## src/hdl/ring_buffer_substring_search_assert.svh

```systemverilog
// Assertion helpers for the top-level RTL file. Each expects clk_i and rst_ni in scope.
`ifndef RING_BUFFER_SUBSTRING_SEARCH_ASSERT_SVH
`define RING_BUFFER_SUBSTRING_SEARCH_ASSERT_SVH

// Same-cycle implication.
`define RBSS_ASSERT_IMP(label, ante, cons) \
  label: assert property (@(posedge clk_i) disable iff (!rst_ni) (ante) |-> (cons)) \
    else $error("same-cycle implication violated");

// Next-cycle implication.
`define RBSS_ASSERT_NXT(label, ante, cons) \
  label: assert property (@(posedge clk_i) disable iff (!rst_ni) (ante) |=> (cons)) \
    else $error("next-cycle implication violated");

`endif

```

## src/hdl/rbss_pkg.sv

```systemverilog
`timescale 1ns / 1ps

package rbss_pkg;

  localparam int OFFSET_W = 8;

  typedef enum logic [1:0] {
    ACT_PUSH   = 2'd0,
    ACT_LOAD   = 2'd1,
    ACT_FLUSH  = 2'd2,
    ACT_SEARCH = 2'd3
  } action_e;

  // Status of the scan engine as seen by the top level.
  typedef struct packed {
    logic busy;
    logic done;
    logic found;
  } scan_stat_t;

endpackage

```

## src/hdl/ring_buffer_substring_search.sv

```systemverilog
// Byte ring with a substring search. Push, pattern load and flush requests are taken
// one per cycle while the scan engine is idle. A search request runs on the scan engine,
// which compares one ring byte against one pattern byte per cycle through the single
// read port of the ring memory. A search with an empty pattern or an empty ring goes
// straight to its result without any byte comparison. No new request is taken while a
// search runs or its result waits in the scan engine; the output register lets the next
// request in while the previous result still waits to be taken. The memories need no
// clearing pass after reset.
`timescale 1ns / 1ps
`include "ring_buffer_substring_search_assert.svh"

module ring_buffer_substring_search #(
  parameter int RING_DEPTH  = 256,
  parameter int PATTERN_MAX = 16
) (
  input  logic       clk_i,
  input  logic       rst_ni,
  input  logic       in_valid_i,
  output logic       in_ready_o,
  input  logic [1:0] action_i,
  input  logic [7:0] data_byte_i,
  input  logic [3:0] pattern_index_i,
  input  logic [4:0] pattern_len_i,
  output logic       out_valid_o,
  input  logic       out_ready_i,
  output logic       found_o,
  output logic [7:0] match_offset_o
);

  localparam int PW = $clog2(RING_DEPTH);
  localparam int LW = $clog2(PATTERN_MAX + 1);
  localparam int JW = (PATTERN_MAX > 1) ? $clog2(PATTERN_MAX) : 1;

  logic [PW-1:0] rp_q, rp_d;
  logic [PW-1:0] wp_q, wp_d;
  logic          out_valid_q, out_valid_d;
  logic          found_q;
  logic [rbss_pkg::OFFSET_W-1:0] offset_q;

  logic          in_accept;
  logic          ring_we;
  logic          pat_we;
  logic          start_search;
  logic [LW-1:0] len_sat;
  logic [PW-1:0] ring_raddr;
  logic [JW-1:0] pat_raddr;
  logic [JW-1:0] pat_waddr;
  logic [7:0]    ring_rdata;
  logic [7:0]    pat_rdata;
  logic          res_load;

  rbss_pkg::scan_stat_t          scan_stat;
  logic [rbss_pkg::OFFSET_W-1:0] scan_offset;

  assign in_ready_o = !scan_stat.busy;
  assign in_accept  = in_valid_i && in_ready_o;

  assign ring_we      = in_accept && (action_i == rbss_pkg::ACT_PUSH);
  assign pat_we       = in_accept && (action_i == rbss_pkg::ACT_LOAD)
                        && (32'(pattern_index_i) < 32'(PATTERN_MAX));
  assign start_search = in_accept && (action_i == rbss_pkg::ACT_SEARCH);
  assign pat_waddr    = JW'(32'(pattern_index_i));
  assign len_sat      = (32'(pattern_len_i) > 32'(PATTERN_MAX)) ? LW'(PATTERN_MAX)
                                                               : LW'(32'(pattern_len_i));

  always_comb begin
    rp_d = rp_q;
    wp_d = wp_q;
    if (in_accept) begin
      unique case (rbss_pkg::action_e'(action_i))
        rbss_pkg::ACT_PUSH: begin
          wp_d = (wp_q == PW'(RING_DEPTH - 1)) ? '0 : wp_q + PW'(1);
        end
        rbss_pkg::ACT_FLUSH: begin
          rp_d = wp_q;
        end
        rbss_pkg::ACT_LOAD, rbss_pkg::ACT_SEARCH: begin
        end
        default: begin
        end
      endcase
    end
  end

  assign res_load    = scan_stat.done && (!out_valid_q || out_ready_i);
  assign out_valid_d = res_load || (out_valid_q && !out_ready_i);

  always_ff @(posedge clk_i or negedge rst_ni) begin
    if (!rst_ni) begin
      rp_q        <= '0;
      wp_q        <= '0;
      out_valid_q <= 1'b0;
    end else begin
      rp_q        <= rp_d;
      wp_q        <= wp_d;
      out_valid_q <= out_valid_d;
    end
  end

  always_ff @(posedge clk_i) begin
    if (res_load) begin
      found_q  <= scan_stat.found;
      offset_q <= scan_offset;
    end
  end

  rbss_ram #(
    .WIDTH(8),
    .DEPTH(RING_DEPTH)
  ) u_ring_ram (
    .clk_i    (clk_i),
    .wr_en_i  (ring_we),
    .wr_addr_i(wp_q),
    .wr_data_i(data_byte_i),
    .rd_addr_i(ring_raddr),
    .rd_data_o(ring_rdata)
  );

  rbss_ram #(
    .WIDTH(8),
    .DEPTH(PATTERN_MAX)
  ) u_pat_ram (
    .clk_i    (clk_i),
    .wr_en_i  (pat_we),
    .wr_addr_i(pat_waddr),
    .wr_data_i(data_byte_i),
    .rd_addr_i(pat_raddr),
    .rd_data_o(pat_rdata)
  );

  rbss_scan #(
    .RING_DEPTH (RING_DEPTH),
    .PATTERN_MAX(PATTERN_MAX)
  ) u_scan (
    .clk_i       (clk_i),
    .rst_ni      (rst_ni),
    .start_i     (start_search),
    .len_i       (len_sat),
    .rp_i        (rp_q),
    .wp_i        (wp_q),
    .ring_rdata_i(ring_rdata),
    .pat_rdata_i (pat_rdata),
    .ring_raddr_o(ring_raddr),
    .pat_raddr_o (pat_raddr),
    .ack_i       (res_load),
    .stat_o      (scan_stat),
    .offset_o    (scan_offset)
  );

  assign out_valid_o    = out_valid_q;
  assign found_o        = found_q;
  assign match_offset_o = offset_q;

  // Pointers must not move under a running search.
  `RBSS_ASSERT_NXT(a_ptr_hold, scan_stat.busy, ($stable(wp_q) && $stable(rp_q)))
  // A miss always reports offset zero.
  `RBSS_ASSERT_IMP(a_miss_offset, (out_valid_o && !found_o), (match_offset_o == 8'd0))
  // A pending result is never overwritten before it is taken.
  `RBSS_ASSERT_NXT(a_out_hold, (out_valid_o && !out_ready_i),
                   (out_valid_o && $stable(found_o) && $stable(match_offset_o)))

endmodule

```

## src/hdl/rbss_ram.sv

```systemverilog
`timescale 1ns / 1ps

module rbss_ram #(
  parameter int WIDTH = 8,
  parameter int DEPTH = 256
) (
  input  logic                                      clk_i,
  input  logic                                      wr_en_i,
  input  logic [((DEPTH > 1) ? $clog2(DEPTH) : 1)-1:0] wr_addr_i,
  input  logic [WIDTH-1:0]                          wr_data_i,
  input  logic [((DEPTH > 1) ? $clog2(DEPTH) : 1)-1:0] rd_addr_i,
  output logic [WIDTH-1:0]                          rd_data_o
);

  logic [WIDTH-1:0] mem_q [DEPTH];
  logic [WIDTH-1:0] rd_data_q;

  always_ff @(posedge clk_i) begin
    if (wr_en_i) begin
      mem_q[wr_addr_i] <= wr_data_i;
    end
    rd_data_q <= mem_q[rd_addr_i];
  end

  assign rd_data_o = rd_data_q;

endmodule

```

## src/hdl/rbss_scan.sv

```systemverilog
`timescale 1ns / 1ps

module rbss_scan #(
  parameter int RING_DEPTH  = 256,
  parameter int PATTERN_MAX = 16
) (
  input  logic                                          clk_i,
  input  logic                                          rst_ni,
  input  logic                                          start_i,
  input  logic [$clog2(PATTERN_MAX+1)-1:0]              len_i,
  input  logic [$clog2(RING_DEPTH)-1:0]                 rp_i,
  input  logic [$clog2(RING_DEPTH)-1:0]                 wp_i,
  input  logic [7:0]                                    ring_rdata_i,
  input  logic [7:0]                                    pat_rdata_i,
  output logic [$clog2(RING_DEPTH)-1:0]                 ring_raddr_o,
  output logic [((PATTERN_MAX > 1) ? $clog2(PATTERN_MAX) : 1)-1:0] pat_raddr_o,
  input  logic                                          ack_i,
  output rbss_pkg::scan_stat_t                          stat_o,
  output logic [rbss_pkg::OFFSET_W-1:0]                 offset_o
);

  localparam int PW = $clog2(RING_DEPTH);
  localparam int LW = $clog2(PATTERN_MAX + 1);
  localparam int JW = (PATTERN_MAX > 1) ? $clog2(PATTERN_MAX) : 1;
  localparam logic [PW-1:0] LAST_POS = PW'(RING_DEPTH - 1);

  typedef enum logic [1:0] {
    S_IDLE,
    S_SCAN,
    S_HOLD
  } state_e;

  state_e                      state_q;
  logic [PW-1:0]               pos_q, pos_d;
  logic [PW-1:0]               start_q, start_d;
  logic [PW-1:0]               k_q, k_d;
  logic [JW-1:0]               j_q, j_d;
  logic [LW-1:0]               len_q;
  logic                        found_q;
  logic [rbss_pkg::OFFSET_W-1:0] offset_q;

  logic [PW-1:0] pos_inc;
  logic [PW-1:0] start_inc;
  logic          ring_zero;
  logic          byte_eq;
  logic          last_byte;
  logic          scan_end;
  logic          scan_hit;

  always_comb begin
    pos_inc   = (pos_q == LAST_POS) ? '0 : pos_q + PW'(1);
    start_inc = (start_q == LAST_POS) ? '0 : start_q + PW'(1);
    ring_zero = (ring_rdata_i == 8'd0);
    byte_eq   = (ring_rdata_i == pat_rdata_i);
    last_byte = ((32'(j_q) + 32'd1) == 32'(len_q));

    pos_d    = pos_q;
    start_d  = start_q;
    k_d      = k_q;
    j_d      = j_q;
    scan_end = 1'b0;
    scan_hit = 1'b0;

    // Read data for (k_q, j_q) arrives this cycle; the next compare is issued now.
    if (state_q == S_SCAN) begin
      priority if (ring_zero) begin
        scan_end = 1'b1;
      end else if (byte_eq) begin
        if (last_byte) begin
          scan_hit = 1'b1;
        end else begin
          pos_d = pos_inc;
          j_d   = j_q + JW'(1);
          if (pos_inc == wp_i) begin
            scan_end = 1'b1;
          end
        end
      end else begin
        // Mismatch: restart one byte further on with the first pattern byte.
        pos_d   = start_inc;
        start_d = start_inc;
        k_d     = k_q + PW'(1);
        j_d     = '0;
        if (start_inc == wp_i) begin
          scan_end = 1'b1;
        end
      end
    end

    ring_raddr_o = (state_q == S_SCAN) ? pos_d : rp_i;
    pat_raddr_o  = (state_q == S_SCAN) ? j_d : '0;
  end

  always_ff @(posedge clk_i or negedge rst_ni) begin
    if (!rst_ni) begin
      state_q  <= S_IDLE;
      pos_q    <= '0;
      start_q  <= '0;
      k_q      <= '0;
      j_q      <= '0;
      len_q    <= '0;
      found_q  <= 1'b0;
      offset_q <= '0;
    end else begin
      unique case (state_q)
        S_IDLE: begin
          if (start_i) begin
            len_q    <= len_i;
            pos_q    <= rp_i;
            start_q  <= rp_i;
            k_q      <= '0;
            j_q      <= '0;
            offset_q <= '0;
            if (len_i == '0) begin
              found_q <= 1'b1;
              state_q <= S_HOLD;
            end else if (rp_i == wp_i) begin
              found_q <= 1'b0;
              state_q <= S_HOLD;
            end else begin
              state_q <= S_SCAN;
            end
          end
        end
        S_SCAN: begin
          pos_q   <= pos_d;
          start_q <= start_d;
          k_q     <= k_d;
          j_q     <= j_d;
          if (scan_hit) begin
            found_q  <= 1'b1;
            offset_q <= rbss_pkg::OFFSET_W'(32'(k_q));
            state_q  <= S_HOLD;
          end else if (scan_end) begin
            found_q  <= 1'b0;
            offset_q <= '0;
            state_q  <= S_HOLD;
          end
        end
        S_HOLD: begin
          if (ack_i) begin
            state_q <= S_IDLE;
          end
        end
        default: begin
          state_q <= S_IDLE;
        end
      endcase
    end
  end

  assign stat_o.busy  = (state_q != S_IDLE);
  assign stat_o.done  = (state_q == S_HOLD);
  assign stat_o.found = found_q;
  assign offset_o     = offset_q;

endmodule

```

## config.mk

```make
export PLATFORM = sky130hd
export DESIGN_NAME = ring_buffer_substring_search
export DESIGN_NICKNAME = d
export VERILOG_FILES = /design/src/hdl/rbss_pkg.sv /design/src/hdl/ring_buffer_substring_search.sv /design/src/hdl/rbss_ram.sv /design/src/hdl/rbss_scan.sv
export VERILOG_INCLUDE_DIRS = /design/src /design/src/hdl
export SDC_FILE = /design/constraint.sdc
export NUM_CORES = 2
export LEC_CHECK = 0
export ABC_AREA = 1
export BUFFER_PORTS_ARGS = -buffer_cell sky130_fd_sc_hd__buf_2
export CAP_MARGIN = 20
export CORE_ASPECT_RATIO = 1.4
export CORE_MARGIN = 5
export CORE_UTILIZATION = 35
export DETAILED_ROUTE_END_ITERATION = 10
export GPL_TIMING_DRIVEN = 1
export PLACE_DENSITY_LB_ADDON = 0.2
export SYNTH_ARGS = -nofsm -noshare
export SYNTH_HDL_FRONTEND = slang
export SYNTH_HIERARCHICAL = 1
export SYNTH_SLANG_ARGS = --single-unit
```

## constraint.sdc

```tcl
create_clock -name clk_i -period 3.86 [get_ports clk_i]
set_input_delay 0.386 -clock clk_i [delete_from_list [all_inputs] [get_ports clk_i]]
set_output_delay 0.386 -clock clk_i [all_outputs]
set_load 0.01 [all_outputs]
```

* Yosys cells after proc, flatten, opt, wreduce, memory -nomap -nowiden
Memory sizes are Yosys's and may differ from the RTL's. A register that Yosys moved wholly into a read port is not among the register bits. Index checks and enable logic that the tools add are counted.
Cells by class: $add $sub $neg 6, multiply operators 0, divide/modulo/power cells 0, order comparisons 1, equality and inequality tests 19, shifts and indexed selects 0, mux-type cells 53, bitwise logic cells 0, reductions and logical operators 25
Operator list (count):
- 8-bit two-way mux | 15
- 8-bit case mux with 2 select lines | 4
- 8-bit by 1-bit adder with 8-bit output (second input constant) | 4
- 32-bit by 5-bit equality test with 1-bit output | 1
- 8-bit equality test | 4
- 8-bit equality test (second input constant) | 3
- 4-bit two-way mux | 5
- 1-bit two-way mux | 19
- 2-bit two-way mux | 6
- 8-bit zero test | 1
- 2-bit != test (second input constant) | 4
- 4-bit case mux with 2 select lines | 1
- 2-bit AND reduction | 4
- 4-bit AND reduction | 2
- 2-bit equality test (second input constant) | 3
- 1-bit logical AND | 6
- 3-bit by 1-bit != test with 1-bit output (second input constant) | 2
- 2-bit case mux with 3 select lines | 1
- 3-bit AND reduction | 2
- 4-bit by 1-bit adder with 5-bit output (second input constant) | 1
- 5-bit > comparator (second input constant) | 1
- 5-bit zero test | 1
- 5-bit two-way mux | 1
- 4-bit by 1-bit adder with 4-bit output (second input constant) | 1
- 6 further kinds | 12
Storage, ports and cells: register bits 70, latch bits 0, RAM bits 2176, ROM bits 0, bits of input ports 23, memories kept 2
Memories:
- u_ring_ram.mem_q | depth 256, bits a word 8, read ports 1, clocked after Yosys merged registers in 1, write ports 1, RTL line rbss_ram.sv:15 | logic [WIDTH-1:0] mem_q [DEPTH];
- u_pat_ram.mem_q | depth 16, bits a word 8, read ports 1, clocked after Yosys merged registers in 1, write ports 1, RTL line rbss_ram.sv:15

* Logic depth before layout (Yosys ltp)
depth after elaboration 11, gate-level depth with buffers 28, depth with buffers taken out 24

* By module
The synthesis kept the hierarchy.
Modules (own cells, without submodules):
- rbss_ram at u_ring_ram | instances 1, cells each 7003, area an instance 83396.2 sq um, sequential area each 61659.1 sq um
- rbss_ram at u_pat_ram | instances 1, cells each 551, area an instance 5766.8 sq um, sequential area each 4003.8 sq um
- rbss_scan | instances 1, cells each 496, area an instance 3412.0 sq um, sequential area each 1101.1 sq um
- ring_buffer_substring_search | instances 1, cells each 117, area an instance 1173.6 sq um, sequential area each 695.7 sq um

* Worst setup path after synthesis
Ideal clock, no wire load.
path type reg-to-reg, start point reg u_scan.j_q[0], end point reg u_ring_ram.rd_data_q[0], in the netlist u_ring_ram/rd_data_o[0] (read register of u_ring_ram.mem_q), library setup time 0.112 ns, data arrival time 2.798 ns, data required time 3.748 ns, slack 0.950 ns, cell stages (with the launch flop) 24, buffers on the path 4, clock period less this slack 2.910 ns, cells stage by stage dfrtp_1 ha_1 xnor2_1 nand4_1 nor2_1 nand2_2 o21ai_0 nor2_1 o21ai_0 nand2_1 buf_4 buf_6 buf_4 buf_2 nand2_1 nand3_1 nand3_1 nand3_1 nand3_1 nand3_1 nand3_1 nand2_1 nand2_1 nand2_1
Between the ends: cells in the longest elaborated chain, start to end 6
RTL lines:
- start, declared | RTL line rbss_scan.sv:37 | logic [JW-1:0] j_q, j_d;
- start signal, assigned | RTL line rbss_scan.sv:129 | j_q <= j_d;
- 4-bit by 1-bit adder with 5-bit output | RTL line rbss_scan.sv:55 | last_byte = ((32'(j_q) + 32'd1) == 32'(len_q));
- 32-bit by 5-bit equality test with 1-bit output | RTL line rbss_scan.sv:55
- 8-bit two-way mux | RTL line rbss_scan.sv:69 | if (last_byte) begin
- 8-bit two-way mux | RTL line rbss_scan.sv:68 | end else if (byte_eq) begin
- 8-bit two-way mux | RTL line rbss_scan.sv:66 | priority if (ring_zero) begin
- 8-bit two-way mux | RTL line rbss_scan.sv:90 | ring_raddr_o = (state_q == S_SCAN) ? pos_d : rp_i;
- named net ring_raddr[0] | RTL line ring_buffer_substring_search.sv:45 | logic [PW-1:0] ring_raddr;
- end, declared | RTL line rbss_ram.sv:16 | logic [WIDTH-1:0] rd_data_q;
The timed path passes the listed nets, and every way through them passes these cells. A chain may end at the register's enable or synchronous reset.

* Final worst setup path
start point reg u_scan.j_q[1], end point reg u_ring_ram.rd_data_q[6], in the netlist u_ring_ram/rd_data_o[6] (read register of u_ring_ram.mem_q)
Same word-level chain as after synthesis.

==> results.tsv <==
metric	value	unit
cts_root_buf	sky130_fd_sc_hd__clkbuf_16	
min_period	3.73	ns
ir_worst_vdd	0.580	mV
postSynth.asyncResetShare	2.70	%
max_slew.worst_pin.slew	0.996	ns
layout_common_cells	2453 x sky130_fd_sc_hd__nand2_1, 2185 x sky130_fd_sc_hd__edfxtp_1, 2098 x sky130_fd_sc_hd__nand3_1	
power_switching_share	42.7	%
crit_path_start_kind	flop	
timing.final.setup_violations	0	
synthesis.area_per_instance	11.5	um2
post_drt_via_cell_ratio	5.21	
most_common_cell_after_layout_fill_and_taps_aside	sky130_fd_sc_hd__nand2_1	
arr_time_crit_path	4.48	ns
cts_buffer_count	221	
min-delay-path-class	primary input to flop	
grt_pass1_wl	425	mm
postLayoutSetupSlackWorst	0.125	ns
p_leak	39.7	nW
grt_start_max_net_pins	95	
htreeDepth	4	
seq_power_share	28.4	%
cts_tree	built	
clock_power_share	21.4	%
switching_power_total	41.6	mW
synth_seq_cells	2262	
synth_fp_nets	8195	
floorplan.initialDensity	35.2	%
die_h	622	um
first_iter_violations	5743	
vias	63600	
final_antenna_net_count	0	
maxCapViolations	0	
share_of_the_yosys_chip_area_belonging_to_registers	72.0	%
number_of_antenna_violations_at_the_first_check_in_global_routing	9	
path_clk_slew	0.07	ns
rsz0062_at_grt	true	
fraction_of_layout_instances_using_a_drive_strength_above_1	12.5	%
final_net_count	8542	
synthesis.instances	8167	
largest_buffer_count_on_any_clock_path	4	
power_density_over_the_cells	886	nW/um2
worst_skew_pair.late_latency	0.88	ns
synth-edff-count	2185	
required	4.61	ns
dp_slack	-0.391	ns
outcome	finished, final reports clean	
area_growth_syn_to_layout	17.3	%
placement_rows	224	
cts_num_sinks	2262	
finalMaxSlewViolations	0	
drt_first_pass_iters	6	
drt_wl_total	294	mm
endpoint_kind	flop	
die_area	278000	um2
timing_worst_setup_path_type	flop to flop	
synth-main-ff-cell	sky130_fd_sc_hd__edfxtp_1	
power_report.internal_total	55.9	mW
fillerInstances	25100	
detailed_place_hpwl	181	mm
period_share	96.8	%
io_pins	34	
area_taken_by_multi_input_logic_gates	23200	um2
post-route-drc-count	0	
netlist_area	93700	um2
floorplan.core_area	266000	um2
cp_max_fo	15	
grtUsageTotal	20.5	%
avgRoutedWirePerCell	24.1	um
grt_pass1_vias	62800	
ys_types	48	
seq_area	67500	um2
logic_pwr_share	50.2	%
top_achievable_clock_speed	268	MHz
global_route.overflow_total	0	
place.gp.congestion	0.873	
finalClockSkew	0.0647	ns
synth.yosys.warnings	6	
finalSetupTns	0	ns
max-slew-margin-rel	33.6	%
io_buffer_count	33	
hold_ws	0.0469	ns
hold_viol	0	
die_width	447	um
==> worst max-delay path: stages, from the launching register on <==
cell,delay (ns)
sky130_fd_sc_hd__dfrtp_1,0.41
sky130_fd_sc_hd__ha_4,0.28
sky130_fd_sc_hd__xnor2_1,0.10
sky130_fd_sc_hd__nand4_1,0.11
sky130_fd_sc_hd__nor2_2,0.15
sky130_fd_sc_hd__nand2_2,0.10
sky130_fd_sc_hd__inv_4,0.06
sky130_fd_sc_hd__buf_4,0.17
sky130_fd_sc_hd__nand2_4,0.08
sky130_fd_sc_hd__nand4_1,0.14
sky130_fd_sc_hd__nand3_4,0.09
sky130_fd_sc_hd__buf_12,0.16
sky130_fd_sc_hd__inv_12,0.08
sky130_fd_sc_hd__buf_12,0.13
sky130_fd_sc_hd__buf_4,0.20
sky130_fd_sc_hd__buf_12,0.17
sky130_fd_sc_hd__nand3_1,0.15
sky130_fd_sc_hd__nand3_1,0.15
sky130_fd_sc_hd__nand3_1,0.10
sky130_fd_sc_hd__nand3_1,0.09
sky130_fd_sc_hd__nand3_1,0.27
sky130_fd_sc_hd__nand3_4,0.24
sky130_fd_sc_hd__nand2_1,0.07
sky130_fd_sc_hd__nand2_1,0.06
sky130_fd_sc_hd__nand2_1,0.06
==> layout make-up <==
class | count | area share, %
Clock buffer | 295 | 5.44
Multi-Input combinational cell | 5159 | 21.1
Clock inverter | 99 | 0.728
Antenna cell | 3 | 0.00683
Tap cell | 3503 | 3.98
Inverter | 228 | 0.833
Timing Repair inverter | 1 | 0.0102
Timing Repair Buffer | 641 | 6.52
Sequential cell | 2262 | 61.3
==> what timing repair did <==
item,in CTS,in global routing
pin swaps,2,18
setup buffers,16,12
gates cloned,9,12
resized for setup,72,81
endpoints found under the hold margin,103,0
setup endpoints to repair,8,8
hold buffers,16,0
==> routing by layer <==
layer | vias to the layer above | part of all wire (%) | GRT usage (%)
li1 | 29300 | - | -
met1 | 31600 | 39 | 25.1
met2 | 2087 | 52 | 36.8
met3 | 529 | 5.3 | 2.04
met4 | 0 | 4.5 | 8.21
met5 | - | 0 | 0
==> cell usage after synthesis (6+ instances only) <==
library cell	number	share of area [%]
sky130_fd_sc_hd__nand2_1	2472	9.9
sky130_fd_sc_hd__edfxtp_1	2185	70
sky130_fd_sc_hd__nand3_1	2164	12
sky130_fd_sc_hd__nor2_1	341	1.4
sky130_fd_sc_hd__buf_2	284	1.5
sky130_fd_sc_hd__inv_1	214	0.86
sky130_fd_sc_hd__clkbuf_1	115	0.46
sky130_fd_sc_hd__dfrtp_1	61	1.6
sky130_fd_sc_hd__buf_4	52	0.42
sky130_fd_sc_hd__buf_1	41	0.16
sky130_fd_sc_hd__o21ai_0	26	0.14
sky130_fd_sc_hd__buf_6	25	0.30
sky130_fd_sc_hd__dfxtp_1	16	0.34
sky130_fd_sc_hd__nand4_1	16	0.11
sky130_fd_sc_hd__nand2_2	12	0.080
sky130_fd_sc_hd__xor2_1	12	0.11
sky130_fd_sc_hd__a21oi_1	11	0.059
sky130_fd_sc_hd__inv_2	11	0.044
sky130_fd_sc_hd__xnor2_1	11	0.10
sky130_fd_sc_hd__nor3_1	9	0.048
sky130_fd_sc_hd__o21ai_2	9	0.084
sky130_fd_sc_hd__or2_2	8	0.053
sky130_fd_sc_hd__nand2_4	6	0.072
sky130_fd_sc_hd__o221ai_1	6	0.056
==> worst paths after layout <==
kind	from	endpoint	cells after the start	slack (ns)
max in group asynchronous	rst_ni	wp_q[2]$_DFFE_PN0P_	3	2.77
worst max-delay path	u_scan/j_q[1]$_DFFE_PN0P_	u_ring_ram/rd_data_o[6]$_DFF_P_	24	0.13
worst min-delay path	data_byte_i[3]	u_ring_ram/mem_q[16][3]$_DFFE_PP_	1	0.05
worst min register to register	u_scan/offset_o[2]$_DFFE_PN0P_	match_offset_o[2]$_DFFE_PP_	0	0.45
min in group asynchronous	rst_ni	u_scan/offset_o[7]$_DFFE_PN0P_	2	0.22
worst max register to register	u_scan/j_q[1]$_DFFE_PN0P_	u_ring_ram/rd_data_o[6]$_DFF_P_	24	0.13
==> flip-flops by register name, summed over array words and instances (netlist names) <==
name / count
u_pat_ram/mem_q: 128
u_scan/len_q: 5
found_o: 1
u_ring_ram/mem_q: 2048
u_scan/offset_o: 8
u_scan/state_q: 2
u_scan/pos_q: 8
match_offset_o: 8
u_ring_ram/rd_data_o: 8
u_pat_ram/rd_data_o: 8
u_scan/k_q: 8
rp_q: 8
u_scan/found_q: 1
out_valid_o: 1
wp_q: 8
u_scan/j_q: 4
u_scan/start_q: 8
==> kinds of logic (layout without fill, tap and decap cells) <==
group                      Yosys count  count (layout)  share of synthesized area (%)
adders and majority gates            5               5                         0.0667
DFF                               2262            2262                           72.0
and+or+nand+nor                   5055            5055                           23.4
buffers and inverters              746            1264                           3.79
xor gates and xnor gates            24              24                          0.232
other                                0               3                              0
AOI/OAI and AO/OA                   75              75                          0.521
==> metrics by stage <==
| step | power [mW] | util (%) | std cells | instance area, um2 |
|---|---|---|---|---|
| finish | 97.5 | 41.3 | 12200 | 110000 |
| global placement | 73.3 | 38.1 | 11700 | 101000 |
| detailed placement | 73.3 | 38.1 | 11700 | 101000 |
| floorplan | 53.2 | - | 8167 | 93700 |
| global route | 102 | 41.3 | 12200 | 110000 |
| CTS | 96.3 | 41.0 | 12200 | 109000 |
==> power groups by stage <==
stage                     clock, mW  combinational (mW)  sequential, mW
final                          20.8                49.0            27.7
after global routing           22.2                52.4            27.7
after CTS                      21.3                47.3            27.7
after detailed placement          0                45.0            28.2
after global placement            0                45.0            28.2
after floorplan                   0                25.2            28.0
No activity file was read; power rests on OpenSTA's default activity.
